## src/hw/rtl/deqi_pkg.sv

```systemverilog
`default_nettype none

package deqi_pkg;

    localparam int KIND_W   = 2;
    localparam int VALUE_W  = 32;
    localparam int INDEX_W  = 6;
    localparam int OUT_W    = 32;
    localparam int COUNT_W  = 7;
    localparam int STATUS_W = 2;

    typedef enum logic [KIND_W-1:0] {
        KIND_PUSH_BACK  = 2'd0,
        KIND_PUSH_FRONT = 2'd1,
        KIND_READ       = 2'd2,
        KIND_CLEAR      = 2'd3
    } kind_t;

    typedef enum logic [STATUS_W-1:0] {
        ST_OK    = 2'd0,
        ST_RANGE = 2'd1,
        ST_FULL  = 2'd2
    } status_t;

    // controller to datapath
    typedef struct packed {
        logic exec;         // run a push or clear and load its result
        logic issue_read;   // launch the memory read of an indexed read
        logic finish_read;  // load the result of the read in flight
    } deqi_cmd_t;

    // datapath to controller
    typedef struct packed {
        logic out_free;     // output register empty or being taken
    } deqi_stat_t;

endpackage

`default_nettype wire

```

## src/hw/rtl/double_ended_queue_indexed.sv

```systemverilog
`default_nettype none

// channel   dir  tdata                                         tuser
// s_axis    in   value[31:0] index[37:32] pad[39:38]           kind[1:0]
// m_axis    out  read_data[31:0] front_value[63:32]            status[1:0]
//                back_value[95:64] count[102:96] is_empty[103]
//
// Push and clear load their result at the accepting edge, so the beat shows
// in the next cycle; an indexed read first loads the registered read port of the
// element memory and holds s_tready low in S_READ until the output register is free.
// Pushes and clears can follow back to back while m_tready stays high.
// Reset empties the queue at once; no clearing pass is needed.
// s_tready is low while a beat waits in the output register with m_tready low.

module double_ended_queue_indexed
    import deqi_pkg::*;
#(
    parameter int DEPTH      = 64,
    parameter int DATA_WIDTH = 32
)
(
    input  wire logic         clk,
    input  wire logic         rst_n,
    input  wire logic         s_tvalid,
    output logic              s_tready,
    input  wire logic [39:0]  s_tdata,   // value, index, zero pad
    input  wire logic [1:0]   s_tuser,   // kind
    output logic              m_tvalid,
    input  wire logic         m_tready,
    output logic [103:0]      m_tdata,   // read_data, front_value, back_value, count, is_empty
    output logic [1:0]        m_tuser    // status
);

    deqi_cmd_t           cmd;
    deqi_stat_t          stat;
    kind_t               kind;
    logic [OUT_W-1:0]    read_data;
    logic [OUT_W-1:0]    front_value;
    logic [OUT_W-1:0]    back_value;
    logic [COUNT_W-1:0]  count;
    logic                is_empty;
    status_t             status;

    assign kind = kind_t'(s_tuser);

    deqi_ctrl u_ctrl (
        .clk      (clk),
        .rst_n    (rst_n),
        .in_valid (s_tvalid),
        .in_kind  (kind),
        .in_ready (s_tready),
        .stat     (stat),
        .cmd      (cmd)
    );

    deqi_dpath #(
        .DEPTH      (DEPTH),
        .DATA_WIDTH (DATA_WIDTH)
    ) u_dpath (
        .clk         (clk),
        .rst_n       (rst_n),
        .kind        (kind),
        .value       (s_tdata[VALUE_W-1:0]),
        .index       (s_tdata[VALUE_W+INDEX_W-1:VALUE_W]),
        .cmd         (cmd),
        .stat        (stat),
        .out_ready   (m_tready),
        .out_valid   (m_tvalid),
        .read_data   (read_data),
        .front_value (front_value),
        .back_value  (back_value),
        .count       (count),
        .is_empty    (is_empty),
        .status      (status)
    );

    assign m_tdata = {is_empty, count, back_value, front_value, read_data};
    assign m_tuser = status;

    // a read keeps the input blocked in the cycle after its beat is taken
    a_read_blocks: assert property (@(posedge clk) disable iff (!rst_n)
        s_tvalid && s_tready && (s_tuser == KIND_READ) |=> !s_tready)
        else $error("input taken while a read is in flight");

    a_range_zero: assert property (@(posedge clk) disable iff (!rst_n)
        m_tvalid && (m_tuser == ST_RANGE) |-> (m_tdata[31:0] == 32'd0))
        else $error("out-of-range read returned data");

    a_full_count: assert property (@(posedge clk) disable iff (!rst_n)
        m_tvalid && (m_tuser == ST_FULL) |-> (m_tdata[102:96] == COUNT_W'(DEPTH)))
        else $error("dropped push without a full queue");

    a_empty_zero: assert property (@(posedge clk) disable iff (!rst_n)
        m_tvalid && m_tdata[103] |-> (m_tdata[95:32] == 64'd0))
        else $error("empty queue shows front or back data");

endmodule

`default_nettype wire

```

## src/hw/rtl/deqi_ctrl.sv

```systemverilog
`default_nettype none

module deqi_ctrl
    import deqi_pkg::*;
(
    input  wire logic       clk,
    input  wire logic       rst_n,
    input  wire logic       in_valid,
    input  wire kind_t      in_kind,
    output logic            in_ready,
    input  wire deqi_stat_t stat,
    output deqi_cmd_t       cmd
);

    typedef enum logic [1:0] {
        S_IDLE = 2'b01,
        S_READ = 2'b10
    } state_t;

    state_t state_reg;
    state_t state_next;

    always_comb
    begin
        state_next       = state_reg;
        in_ready         = 1'b0;
        cmd.exec         = 1'b0;
        cmd.issue_read   = 1'b0;
        cmd.finish_read  = 1'b0;
        case (state_reg)
            S_IDLE:
            begin
                in_ready = stat.out_free;
                if (in_valid && stat.out_free)
                begin
                    if (in_kind == KIND_READ)
                    begin
                        cmd.issue_read = 1'b1;
                        state_next     = S_READ;
                    end
                    else
                    begin
                        cmd.exec = 1'b1;
                    end
                end
            end
            S_READ:
            begin
                // hold until the output register can take the beat
                if (stat.out_free)
                begin
                    cmd.finish_read = 1'b1;
                    state_next      = S_IDLE;
                end
            end
            default:
            begin
                state_next = S_IDLE;
            end
        endcase
    end

    always_ff @(posedge clk or negedge rst_n)
    begin
        if (!rst_n)
        begin
            state_reg <= S_IDLE;
        end
        else
        begin
            state_reg <= state_next;
        end
    end

endmodule

`default_nettype wire

```

## src/hw/rtl/deqi_dpath.sv

```systemverilog
`default_nettype none

module deqi_dpath
    import deqi_pkg::*;
#(
    parameter int DEPTH      = 64,
    parameter int DATA_WIDTH = 32
)
(
    input  wire logic                  clk,
    input  wire logic                  rst_n,
    input  wire kind_t                 kind,
    input  wire logic [VALUE_W-1:0]    value,
    input  wire logic [INDEX_W-1:0]    index,
    input  wire deqi_cmd_t             cmd,
    output deqi_stat_t                 stat,
    input  wire logic                  out_ready,
    output logic                       out_valid,
    output logic [OUT_W-1:0]           read_data,
    output logic [OUT_W-1:0]           front_value,
    output logic [OUT_W-1:0]           back_value,
    output logic [COUNT_W-1:0]         count,
    output logic                       is_empty,
    output status_t                    status
);

    localparam int PW = $clog2(DEPTH);
    localparam int CW = $clog2(DEPTH + 1);
    localparam int XW = (CW > INDEX_W) ? CW : INDEX_W;

    logic [DATA_WIDTH-1:0] mem [DEPTH];

    logic [PW-1:0]         head_reg;
    logic [PW-1:0]         head_next;
    logic [CW-1:0]         count_reg;
    logic [CW-1:0]         count_next;
    logic [DATA_WIDTH-1:0] front_reg;
    logic [DATA_WIDTH-1:0] front_next;
    logic [DATA_WIDTH-1:0] back_reg;
    logic [DATA_WIDTH-1:0] back_next;
    logic [DATA_WIDTH-1:0] rd_q_reg;
    logic                  rd_ok_reg;
    logic                  out_valid_reg;
    logic                  out_valid_next;
    logic [OUT_W-1:0]      out_read_reg;
    logic [OUT_W-1:0]      out_front_reg;
    logic [OUT_W-1:0]      out_back_reg;
    logic [COUNT_W-1:0]    out_count_reg;
    logic                  out_empty_reg;
    status_t               out_status_reg;

    logic [DATA_WIDTH-1:0] din;
    logic                  full;
    logic                  in_range;
    logic [PW:0]           tail_sum;
    logic [PW-1:0]         tail_slot;
    logic [PW-1:0]         head_dec;
    logic [PW:0]           rd_sum;
    logic [PW-1:0]         rd_slot;
    logic                  mem_we;
    logic [PW-1:0]         mem_waddr;
    status_t               op_status;

    always_comb
    begin
        din      = DATA_WIDTH'($unsigned(value));
        full     = (count_reg == CW'(DEPTH));
        in_range = (XW'(index) < XW'(count_reg));

        // ring slot one past the back element
        tail_sum = {1'b0, head_reg} + (PW+1)'(count_reg);
        if (tail_sum >= (PW+1)'(DEPTH))
        begin
            tail_sum = tail_sum - (PW+1)'(DEPTH);
        end
        tail_slot = tail_sum[PW-1:0];

        head_dec = (head_reg == '0) ? PW'(DEPTH - 1) : head_reg - PW'(1);

        // out-of-range reads may land anywhere; their data is dropped
        rd_sum = {1'b0, head_reg} + {1'b0, PW'(index)};
        if (rd_sum >= (PW+1)'(DEPTH))
        begin
            rd_sum = rd_sum - (PW+1)'(DEPTH);
        end
        rd_slot = rd_sum[PW-1:0];
    end

    always_comb
    begin
        head_next  = head_reg;
        count_next = count_reg;
        front_next = front_reg;
        back_next  = back_reg;
        mem_we     = 1'b0;
        mem_waddr  = tail_slot;
        op_status  = ST_OK;
        if (cmd.exec)
        begin
            case (kind)
                KIND_PUSH_BACK:
                begin
                    if (full)
                    begin
                        op_status = ST_FULL;
                    end
                    else
                    begin
                        mem_we     = 1'b1;
                        count_next = count_reg + CW'(1);
                        back_next  = din;
                        if (count_reg == '0)
                        begin
                            front_next = din;
                        end
                    end
                end
                KIND_PUSH_FRONT:
                begin
                    if (full)
                    begin
                        op_status = ST_FULL;
                    end
                    else
                    begin
                        mem_we     = 1'b1;
                        mem_waddr  = head_dec;
                        head_next  = head_dec;
                        count_next = count_reg + CW'(1);
                        front_next = din;
                        if (count_reg == '0)
                        begin
                            back_next = din;
                        end
                    end
                end
                KIND_CLEAR:
                begin
                    count_next = '0;
                    head_next  = '0;
                end
                default:
                begin
                end
            endcase
        end
    end

    always_comb
    begin
        stat.out_free = !out_valid_reg || out_ready;
        if (cmd.exec || cmd.finish_read)
        begin
            out_valid_next = 1'b1;
        end
        else if (out_ready)
        begin
            out_valid_next = 1'b0;
        end
        else
        begin
            out_valid_next = out_valid_reg;
        end
    end

    always_ff @(posedge clk)
    begin
        if (mem_we)
        begin
            mem[mem_waddr] <= din;
        end
        if (cmd.issue_read)
        begin
            rd_q_reg <= mem[rd_slot];
        end
    end

    always_ff @(posedge clk or negedge rst_n)
    begin
        if (!rst_n)
        begin
            head_reg      <= '0;
            count_reg     <= '0;
            rd_ok_reg     <= 1'b0;
            out_valid_reg <= 1'b0;
        end
        else
        begin
            head_reg      <= head_next;
            count_reg     <= count_next;
            out_valid_reg <= out_valid_next;
            if (cmd.issue_read)
            begin
                rd_ok_reg <= in_range;
            end
        end
    end

    always_ff @(posedge clk)
    begin
        front_reg <= front_next;
        back_reg  <= back_next;
        if (cmd.exec)
        begin
            out_read_reg   <= '0;
            out_front_reg  <= (count_next == '0) ? '0 : OUT_W'(front_next);
            out_back_reg   <= (count_next == '0) ? '0 : OUT_W'(back_next);
            out_count_reg  <= COUNT_W'(count_next);
            out_empty_reg  <= (count_next == '0);
            out_status_reg <= op_status;
        end
        else if (cmd.finish_read)
        begin
            out_read_reg   <= rd_ok_reg ? OUT_W'(rd_q_reg) : '0;
            out_front_reg  <= (count_reg == '0) ? '0 : OUT_W'(front_reg);
            out_back_reg   <= (count_reg == '0) ? '0 : OUT_W'(back_reg);
            out_count_reg  <= COUNT_W'(count_reg);
            out_empty_reg  <= (count_reg == '0);
            out_status_reg <= rd_ok_reg ? ST_OK : ST_RANGE;
        end
    end

    assign out_valid   = out_valid_reg;
    assign read_data   = out_read_reg;
    assign front_value = out_front_reg;
    assign back_value  = out_back_reg;
    assign count       = out_count_reg;
    assign is_empty    = out_empty_reg;
    assign status      = out_status_reg;

endmodule

`default_nettype wire
```

## config.mk

```make
export PLATFORM = sky130hd
export DESIGN_NAME = double_ended_queue_indexed
export DESIGN_NICKNAME = d
export VERILOG_FILES = /design/src/hw/rtl/deqi_pkg.sv /design/src/hw/rtl/double_ended_queue_indexed.sv /design/src/hw/rtl/deqi_ctrl.sv /design/src/hw/rtl/deqi_dpath.sv
export SDC_FILE = /design/constraint.sdc
export NUM_CORES = 2
export LEC_CHECK = 0
export ABC_AREA = 0
export BUFFER_PORTS_ARGS = -buffer_cell sky130_fd_sc_hd__buf_2
export CORE_MARGIN = 4
export CORE_UTILIZATION = 28
export DETAILED_ROUTE_END_ITERATION = 12
export GPL_TIMING_DRIVEN = 1
export HOLD_SLACK_MARGIN = 0.1
export PLACE_DENSITY_LB_ADDON = 0.08
export SLEW_MARGIN = 10
export SYNTH_ARGS = -nofsm -noshare
export SYNTH_HDL_FRONTEND = slang
export SYNTH_SLANG_ARGS = --single-unit
```

## constraint.sdc

```tcl
create_clock -name clk -period 4.49 [get_ports clk]
set_input_delay 0.2245 -clock clk [delete_from_list [all_inputs] [get_ports clk]]
set_output_delay 0.2245 -clock clk [all_outputs]
set_load 0.03 [all_outputs]
```

==> run summary <==
Status: complete, no violations
Crit path DAT: 4.69 ns
Buffers on Ports: 151
Detailed Routing Iterations Pass 1: 5
Largest net degree at the start of global routing: 67
Static Leak: 33.17 nW
Root Buffer: clkbuf_16
Metal-1 WL: 122.9 mm
Core outline area: 0.3091 mm²
Biggest cell delay along the critical path: 0.97 ns
Max FFs per register: 2048
Post-synth ARST share: 0.7499%
Chip height: 565.3 µm
Pwr Total: 68.89 mW
Worst r2r src: u_dpath.head_reg[0]$_DFFE_PN0P_
Area leader, netlist: edfxtp_1
H-Tree Depth: 5
Filler cell count: 28880
Layout cells sized above 1: 35.05%
Max layer used: met4
Max-Cap Viols: 0
Top FF cell, synth: edfxtp_1
CP cell instances: ha_4 > fa_4 > buf_12 > buf_12 > mux4_2 > mux4_2 > a22oi_1 > nand2_1
First-pass GRT wire length: 374.4 mm
Worst setup path class: flop to flop
Sequential share of the synthesized area: 77.07%
HPWL Detailed: 159.0 mm
Slew Limit Fails: 0
Clk Latency, worst-skew pair: 0.85 ns
Crit path capture: u_dpath.rd_q_reg[25]$_DFFE_PP_
Type of the most critical hold path: primary input to flop
CTS tree: yes
IO Pins: 154
Fmax: 242.6 MHz
Slew headroom: 21.19%
Final hold viol count: 0
Final cycle utilization of the critical path: 91.81%
Post-Route WL: 273.4 mm
Fin Setup TNS: 0 ns
Die Span X: 565.3 µm
Final setup viols: 0
GP Congestion: 0.7496
Mapped Nets: 3873
Antenna viol nets, final: 0
Mean area per synthesized cell: 22.85 µm²
Grt ovf: 0
Clock sink total: 2267
Die Footprint: 0.3196 mm²
Total track usage: 16.89%
DRC Markers: 0
Worst VDD drop: 337.6 µV
Met3 WL: 11.27 mm
Reg with most FFs: u_dpath.mem
Post-synth EDFFs: 2154
Synth Warn #: 0
Initial Utilization: 28.14%
Reg2reg path depth: 8
Fin util: 33.83%
Clock Skew: 0.04380 ns
Mapped Cells: 3806
RSZ-0062 raised after global routing: no
Routed vias/inst: 4.809
Netlist Area Pre-Place: 0.08698 mm²
RR Endpoint: u_dpath.rd_q_reg[25]$_DFFE_PP_
Commonest cells after routing, fill and taps aside: 2154 x edfxtp_1, 640 x mux4_2, 278 x clkbuf_16, 198 x buf_4, 151 x buf_2
Worst path required time: 5.06 ns
Actual slew at the worst max-slew pin: 1.174 ns
Number of global-route vias before repair: 43690
Area share of the leading cell type in the synthesized netlist: 74.37%
DR iter-0 viols: 3527
Worst-path clk slew: 0.06 ns
Post-synth cell types: 65
Final min period: 4.122 ns
Rows: 204
CP Launch Point: u_dpath.head_reg[0]$_DFFE_PN0P_
FF-to-FF setup slack: 0.37 ns
Fin nets: 4422
Met2 Wirelength: 132.8 mm
Commonest non-fill, non-tap cell in the layout: edfxtp_1
FF+latch count, synth: 2267
Wire length per cell: 31.47 µm
Pwr/cell area: 658.8 mW/mm²
CP endpoint kind: flop
Layout overhead on the synthesized area: 20.23%
Crit start category: flop
Largest cells by area after synthesis: edfxtp_1 74%, mux4_2 17%, dfxtp_1 2.2%, a22oi_1 1.1%, mux2_4 0.95%
TritonCTS buffer count: 269
Slowest cell on crit path: fa_4
Crit Path Max Fanout: 32
Initial antenna violation count: 21
Via count: 41770
Buffer depth of the longest clock path: 4
Post_cts resized: 0
synthesized netlist by cell type (all sizes together) (5+ instances only):
| library cell | count |
|---|---|
| nand2b | 7 |
| nor4 | 7 |
| nor2 | 146 |
| nand3 | 49 |
| mux4 | 640 |
| nor3 | 9 |
| a21oi | 43 |
| o22ai | 6 |
| dfxtp | 96 |
| nand2 | 90 |
| inv | 14 |
| ha | 19 |
| a22oi | 131 |
| mux2i | 6 |
| mux2 | 67 |
| dfrtp | 16 |
| nor2b | 5 |
| o31ai | 5 |
| a31oi | 5 |
| o21ai | 22 |
| buf | 99 |
| a21o | 9 |
| clkbuf | 106 |
| xnor2 | 6 |
| and3 | 5 |
| edfxtp | 2154 |
how the worst min path moves through the flow:
stage	slack, ns	cells past startpoint	start	end
final	0.16	1	s_tdata[30]	u_dpath.mem[50][30]$_DFFE_PP_
after CTS	0.13	1	s_tdata[30]	u_dpath.mem[50][30]$_DFFE_PP_
after global placement	0.22	1	rst_n	u_ctrl.state_reg[1]$_DFFE_PN0P_
after detailed placement	0.23	1	rst_n	u_ctrl.state_reg[1]$_DFFE_PN0P_
after floorplan	-0.07	0	rst_n	u_ctrl.state_reg[1]$_DFFE_PN0P_
after global routing	0.17	1	s_tdata[30]	u_dpath.mem[55][30]$_DFFE_PP_
worst max-delay path: cells and delay by family (launching register included):
family / cells / cell delay [ns]
compound gates: 1 / 0.56
fa+ha+maj: 2 / 1.20
buf+inv: 2 / 0.54
flops: 1 / 0.51
mux: 2 / 0.83
simple gates: 1 / 0.11
through the flow:
stage          setup slack [ns]  cell area [µm²]  hold slack (ns)  cells
3_3_place_gp             0.4653            95900           0.2225   8163
3_5_place_dp             0.4470            95900           0.2267   8163
6_report                 0.3677           104600           0.1648   8687
4_1_cts                  0.4467           104500           0.1282   8670
5_1_grt                  0.3516           104500           0.1733   8678
2_1_floorplan            0.6170            86980         -0.07109   3806
where the power goes:
group | switching, mW | internal [mW] | leakage [nW] | total [mW]
registers | 0.542 | 24.5 | 20.4 | 25.1
clock network | 8.58 | 12.1 | 4.03 | 20.7
logic | 12.6 | 10.5 | 8.73 | 23.1
total | 21.8 | 47.1 | 33.2 | 68.9
kinds of logic (layout without fill, tap and decap cells):
logic type | count (synthesis) | count (layout) | share of synthesized area, %
flops | 2267 | 2267 | 77.07
simple gates | 333 | 333 | 1.700
other cells | 0 | 17 | 0
compound gates | 243 | 243 | 1.941
fa+ha+maj | 21 | 21 | 0.3194
buf+inv | 220 | 964 | 1.135
xor+xnor | 9 | 9 | 0.09063
mux | 713 | 713 | 17.75
per-layer routing:
layer / track usage (%) / up-vias
li1: - / 17360
met1: 23.67 / 23070
met2: 27.82 / 1008
met3: 2.280 / 339
met4: 4.148 / 0
met5: 0 / -
cell type report:
class | count | area [µm²] | area share [%]
Multi-Input combinational cell | 1319 | 19560 | 18.70
Timing Repair Buffer | 483 | 4514 | 4.317
Antenna cell | 17 | 42.54 | 0.04068
Clock buffer | 347 | 7306 | 6.986
Tap cell | 4120 | 5155 | 4.930
Inverter | 15 | 56.30 | 0.05384
Sequential cell | 2267 | 67030 | 64.10
Clock inverter | 119 | 909.6 | 0.8699
what timing repair did:
action                                 in CTS  in global routing
hold buffers                               41                  0
buffers inserted                            0                  0
endpoints found under the hold margin     719                  0
(Power assumes the default switching activity.)
